===== config.mk =====
export PLATFORM = sky130hd
export DESIGN_NAME = arsp_div
export DESIGN_NICKNAME = d
export VERILOG_FILES = /design/src/rtl/arsp_pkg.sv /design/src/rtl/arsp_div.sv
export SDC_FILE = /design/constraint.sdc
export NUM_CORES = 1
export LEC_CHECK = 0
export BUFFER_PORTS_ARGS = -buffer_cell sky130_fd_sc_hd__buf_2
export CORE_MARGIN = 3
export CORE_UTILIZATION = 40
export CTS_CLUSTER_SIZE = 20
export DETAILED_ROUTE_END_ITERATION = 12
export PLACE_DENSITY_LB_ADDON = 0.2
export SLEW_MARGIN = 20
export SYNTH_ARGS = -nofsm -noshare
export SYNTH_HDL_FRONTEND = slang
export SYNTH_SLANG_ARGS = --single-unit

===== constraint.sdc =====
create_clock -name clk -period 4.3 [get_ports clk]
set_input_delay 0.86 -clock clk [delete_from_list [all_inputs] [get_ports clk]]
set_output_delay 0.86 -clock clk [all_outputs]
set_load 0.01 [all_outputs]

===== src/rtl/arsp_pkg.sv =====
`timescale 1ns / 1ps
// Shared types and constants of the adaptive replacement set policy.
// Used by the channel interfaces, the step divider and the top level.
// Depends on nothing.
package arsp_pkg;

	// Fixed widths of the item fields on the channels.
	localparam int OPC_W    = 2;
	localparam int SET_IN_W = 6;
	localparam int WAY_IN_W = 3;
	localparam int TAG_IN_W = 32;
	localparam int VWAY_W   = 3;
	localparam int GHIT_W   = 2;
	localparam int TS_W     = 5;

	// Width of the access counter and of the per-line use stamps.
	localparam int STAMP_W = 32;

	// Operation codes of an input item.
	typedef enum logic [OPC_W-1:0] {
		OP_INSERT = 2'd0,
		OP_TOUCH  = 2'd1,
		OP_INVAL  = 2'd2,
		OP_VICTIM = 2'd3
	} opcode_t;

	// Ghost hit codes of an insert result.
	typedef enum logic [GHIT_W-1:0] {
		GH_NONE = 2'd0,
		GH_B1   = 2'd1,
		GH_B2   = 2'd2
	} ghit_t;

	// Sequencer states.
	typedef enum logic [4:0] {
		ST_CLEAR,
		ST_IDLE,
		ST_MOD,
		ST_ROW,
		ST_GS_RD,
		ST_GS_CMP,
		ST_SH_RD,
		ST_SH_WR,
		ST_DIV,
		ST_DIV_WAIT,
		ST_PUPD,
		ST_VCNT,
		ST_VSCAN,
		ST_VSEL,
		ST_VTAG_RD,
		ST_VTAG,
		ST_PUSH,
		ST_WB,
		ST_FIN
	} state_t;

	// Status of the step divider.
	typedef struct packed {
		logic busy;
		logic done;
	} div_stat_t;

endpackage


===== src/rtl/arsp_div.sv =====
`timescale 1ns / 1ps
// Iterative ceiling divider for the adaptive target step, one subtract a cycle.
// Depends on arsp_pkg for the status struct.
module arsp_div #(
	parameter int W = 4
) (
	input  logic                clk,
	input  logic                arst_n,
	input  logic                start,
	input  logic [W-1:0]        num,
	input  logic [W-1:0]        den,
	output arsp_pkg::div_stat_t stat,
	output logic [W-1:0]        quot
);

	logic         busy_q;
	logic         done_q;
	logic [W-1:0] rem_q;
	logic [W-1:0] den_q;
	logic [W-1:0] quot_q;

	// Control flags of the divider.
	always_ff @(posedge clk or negedge arst_n) begin
		if (!arst_n) begin
			busy_q <= 1'b0;
			done_q <= 1'b0;
		end else begin
			if (start && !busy_q) begin
				busy_q <= 1'b1;
				done_q <= 1'b0;
			end else if (busy_q && !(rem_q > den_q)) begin
				busy_q <= 1'b0;
				done_q <= 1'b1;
			end else begin
				done_q <= 1'b0;
			end
		end
	end

	// Remainder and quotient: subtract the divisor until what is left fits once.
	always_ff @(posedge clk) begin
		if (start && !busy_q) begin
			rem_q  <= num;
			den_q  <= den;
			quot_q <= '0;
		end else if (busy_q) begin
			if (rem_q > den_q) begin
				rem_q  <= rem_q - den_q;
				quot_q <= quot_q + W'(1);
			end else if (rem_q != '0) begin
				rem_q  <= '0;
				quot_q <= quot_q + W'(1);
			end
		end
	end

	assign stat.busy = busy_q;
	assign stat.done = done_q;
	assign quot      = quot_q;

	a_done_ends_busy: assert property (@(posedge clk) disable iff (!arst_n)
		done_q |-> !busy_q) else $error("divider done while busy");
	a_start_busy: assert property (@(posedge clk) disable iff (!arst_n)
		start && !busy_q |=> busy_q) else $error("divider did not start");
	a_fell_done: assert property (@(posedge clk) disable iff (!arst_n)
		$fell(busy_q) |-> done_q) else $error("divider finished without done");

endmodule


# Word level (Yosys, flattened, before mapping)
# Cells that the tools add are included.
op_classes:
  n_reduce_logical: 11
  magnitude_cmp: 1
  muxes: 10
  add_sub_neg: 2
op_table:
  columns: ["op", "count"]
  rows:
  - ["$mux 4", 6]
  - ["$reduce_bool 2->1", 3]
  - ["$add 4x1->4 const B", 1]
  - ["$gt 4x4->1", 1]
  - ["$mux 1", 4]
  - ["$reduce_and 2->1", 2]
  - ["$reduce_bool 4->1", 1]
  - ["$sub 4x4->4", 1]
  - ["$reduce_bool 3->1", 1]
  - ["$logic_and 1x1->1", 2]
  - ["$logic_not 1->1", 2]
totals:
  reg_bits: 14

# Longest topological paths before layout
depth:
  depth_word: 5
  depth_mapped: 7
  depth_no_buf: 7

# Worst setup path after synthesis
# No wires, ideal clock.
synth_timing:
  kind: "register -> register"
  start: "register rem_q[0]"
  end: "register rem_q[0] (enable)"
  path_stages_with_launch: 7
  setup_time_ps: 356
  synth_period_minus_slack_ps: 2091
  slack_ps: 2209
  required_ps: 3944
  t_arrival_ps: 1735
  path_cell_list: "edfxtp_1 -> inv_1 -> ha_1 -> fa_1 -> and2b_1 -> o221ai_2 -> a31oi_1"
synth_via:
  elab_chain_cells: 3
synth_lines:
  columns: ["item", "line_no", "rtl"]
  rows:
  - ["from (decl)", "arsp_div.sv:18", "logic [W-1:0] rem_q;"]
  - ["from (signal assigned)", "arsp_div.sv:43", "rem_q <= num;"]
  - ["from (signal assigned)", "arsp_div.sv:48", "rem_q <= rem_q - den_q;"]
  - ["$gt 4x4->1 / $reduce_bool 4->1 (equally long branches)", "arsp_div.sv:47, arsp_div.sv:50", null]
  - ["$reduce_bool 3->1 (no line) *", null, null]
  - ["$reduce_and 2->1 (no line) *", null, null]
# Every way passes the cells marked *; elsewhere a longest branch is shown, timed or not.
# A chain may end at the register's enable or synchronous reset.

# Worst setup path in the final report
# Same ends and word-level chain as after synthesis.

==> impl_metrics.toml <==
[sta]
finalSetupTns_ns = 0
worst_pin_slew_ns = 0.528
slew_viol_final = 0
period_minus_slack_ns = 2.32
slew_headroom_pct = 64.6
skew_ns = 0.0138
finalHoldViolCount = 0
rsz0062_at_grt = "false"
timing.fmax_ghz = 0.430
finalSetupViolCount = 0
period_share_pct = 54.0

[place]
place.gp.congestion = 0.818
hpwl_um = 1140
portBuffers = 16
postPlaceCellArea_sq_um = 855

[floorplan]
row_count = 15
die_width_um = 49.5
fp.dieH_um = 49.5
io_pins = 17
initial_core_util_pct = 43.0
dieArea_sq_mm = 0.00245
core-area_sq_mm = 0.00176

[worst_setup_path]
worst-setup-path-type = "reg -> reg"
path_buf_inv = 1
crit_start = "rem_q[0]$_DFFE_PP_"
critPathSlowestCell = "a31oi_1"
reg2reg_depth = 6
max_stage_delay_ns = 0.49
r2r_setup_slack_ns = 1.98
cp_top_family = "compound AO/OA/AOI/OAI gates"
worstReg2RegEnd = "rem_q[0]$_DFFE_PP_"
crit_path_end = "rem_q[0]$_DFFE_PP_"
cp_max_fo = 6
cp.required_ns = 4.22
cp-end-kind = "flop"
timing.rr.start = "rem_q[0]$_DFFE_PP_"
crit_chain = "inv_1 > ha_1 > fa_1 > and2b_1 > o221ai_2 > a31oi_1"
crit_cells = 6
startpoint_type = "flop"
cp.arrival_ns = 2.24

[logic_synthesis]
ys_seq_elements = 14
synth-adder-area-share_pct = 10.9
synth_cell_types = 30
syn_inst = 67
synthXorXnorAreaFrac_pct = 1.16
synth_nets = 84
synth_top_area_cell = "edfxtp_1"
synth_top_family_by_area = "simple AND/OR/NAND/NOR gates"
netlist.area_leader.share_pct = 31.7
synthSimpleGateAreaFrac_pct = 14.4
synth.mux.area_fraction_pct = 5.28
ys_seq_area_share_pct = 48.8
avgSynthCellArea_sq_um = 11.3
ys_top_cells_by_area = "edfxtp_1 (32%), dfxtp_1 (11%), ha_1 (8.3%), dfrtp_1 (6.6%), mux2i_1 (5.3%)"
synth_area_sq_um = 758
synth_compound_area_share_pct = 14.0
synth_warnings = 0

[cells_and_area]
final_common_cell = "buf_2"
nets = 103
drive_above_1_share_pct = 32.9
fin_area_sq_um = 891
mostFrequentLayoutCells = "buf_2 (16), nand2_1 (10), edfxtp_1 (8)"
syn2layout_area_growth_pct = 17.5
num_antenna_cells = 0

[global_routing]
grt_max_degree = 13
met3_usage_pct = 5.44
grt_first_pass_wirelength_um = 2440
grt_antenna_before_repair = 0
track_usage_pct = 12.9
grt-busiest-layer = "met2"
met1_usage_pct = 15.4
grt.overflow.total = 0
grt_pass1_vias = 567
grtUsageMet2_pct = 22.2

[clocking]
path_clk_slew_ns = 0.09
cts-hold-fix-buffers = 0
cts_tree = "built"
cts_sinks = 14
root_buffer = "clkbuf_4"
clockBufferDepth = 2
cts_buffers = 3
htreeDepth = 1
post_cts_resized = 0
clock_latency_ns = 0.29
postCtsSetupBuffers = 0

[routing]
ant_nets = 0
detail_route.wl_per_cell_um = 12.7
viasPerCell = 4.98
firstDrtPassIters = 4
num_vias = 548
drt-total-wl_um = 1400
drt_iter0_drc = 5
drc = 0

[status]
outcome = "finished, final reports clean"

[pwr]
power.density_mw_per_mm2 = 717
ir_drop_uv = 389
p_leak_nw = 0.405

[worst_hold_path]
min_path_type = "in -> async"

[flow_run]
drv_cap = 0
## final cells by class
class                      instances  area [sq um]
multi-input combinational         44           347
timing repair buffer              16          80.1
sequential                        14           370
fill                             188           873
inverter                           7          26.3
clock buffer                       4          36.3
tap                               25          31.3
## state kept, by name, indices dropped and copies added, names as in the netlist
register  cells
den_q         4
busy_q        1
rem_q         4
quot          4
done_q        1
## kinds of logic (layout without fill, tap and decap cells)
logic type | count (synthesis) | after routing
fa+ha+maj | 6 | 6
xor+xnor | 1 | 1
buf+inv | 9 | 27
flops | 14 | 14
compound gates | 13 | 13
mux | 4 | 4
simple gates | 20 | 20
## report_power, final
group	internal, mW	total, mW	switching [mW]	leakage, nW
logic	0.131	0.293	0.162	0.246
clock network	0.0516	0.0954	0.0438	0.0210
registers	0.203	0.250	0.0470	0.138
## metrics by stage
stage          power (mW)  instances  hold slack, ns  worst slack [ns]  util (%)
3_5_place_dp        0.549        106           0.454              1.99      48.4
3_3_place_gp        0.543        106           0.443              2.05      48.4
4_1_cts             0.647        110           0.325              1.97      50.5
2_1_floorplan       0.478         67           0.484              2.21         -
6_report            0.639        110           0.333              1.98      50.5
5_1_grt             0.696        110           0.326              1.85      50.5
## routing by layer
layer	share of wire, %	vias up
met5	0	-
met4	0	0
met3	6.7	0
met2	49	16
met1	44	253
li1	-	279
## cells in the mapped netlist
cell	n
xnor2_1	1
o41ai_1	1
dfrtp_1	2
nor4_1	1
o221a_2	1
o21ai_0	1
a31oi_1	1
or2_4	1
nand2_1	10
nor2b_1	1
o221ai_2	1
o31ai_1	3
inv_2	1
nand4_1	2
nor2_1	1
a21oi_1	2
fa_1	1
inv_1	6
or4_4	1
mux2i_1	4
ha_1	5
o22ai_1	1
buf_4	2
and2_1	1
o21ai_2	1
or2b_2	1
and2b_1	1
edfxtp_1	8
dfxtp_1	4
o211ai_2	1
## how the worst min path moves through the flow
| stage | start | endpoint |
|---|---|---|
| final | arst_n | busy_q$_DFFE_PN0P_ |
| after CTS | arst_n | busy_q$_DFFE_PN0P_ |
| after floorplan | quot[3]$_SDFFE_PP0P_ | quot[3]$_SDFFE_PP0P_ |
| after detailed placement | quot[3]$_SDFFE_PP0P_ | quot[3]$_SDFFE_PP0P_ |
| after global routing | arst_n | busy_q$_DFFE_PN0P_ |
| after global placement | quot[3]$_SDFFE_PP0P_ | quot[3]$_SDFFE_PP0P_ |
Power figures use the tool's default switching activity.
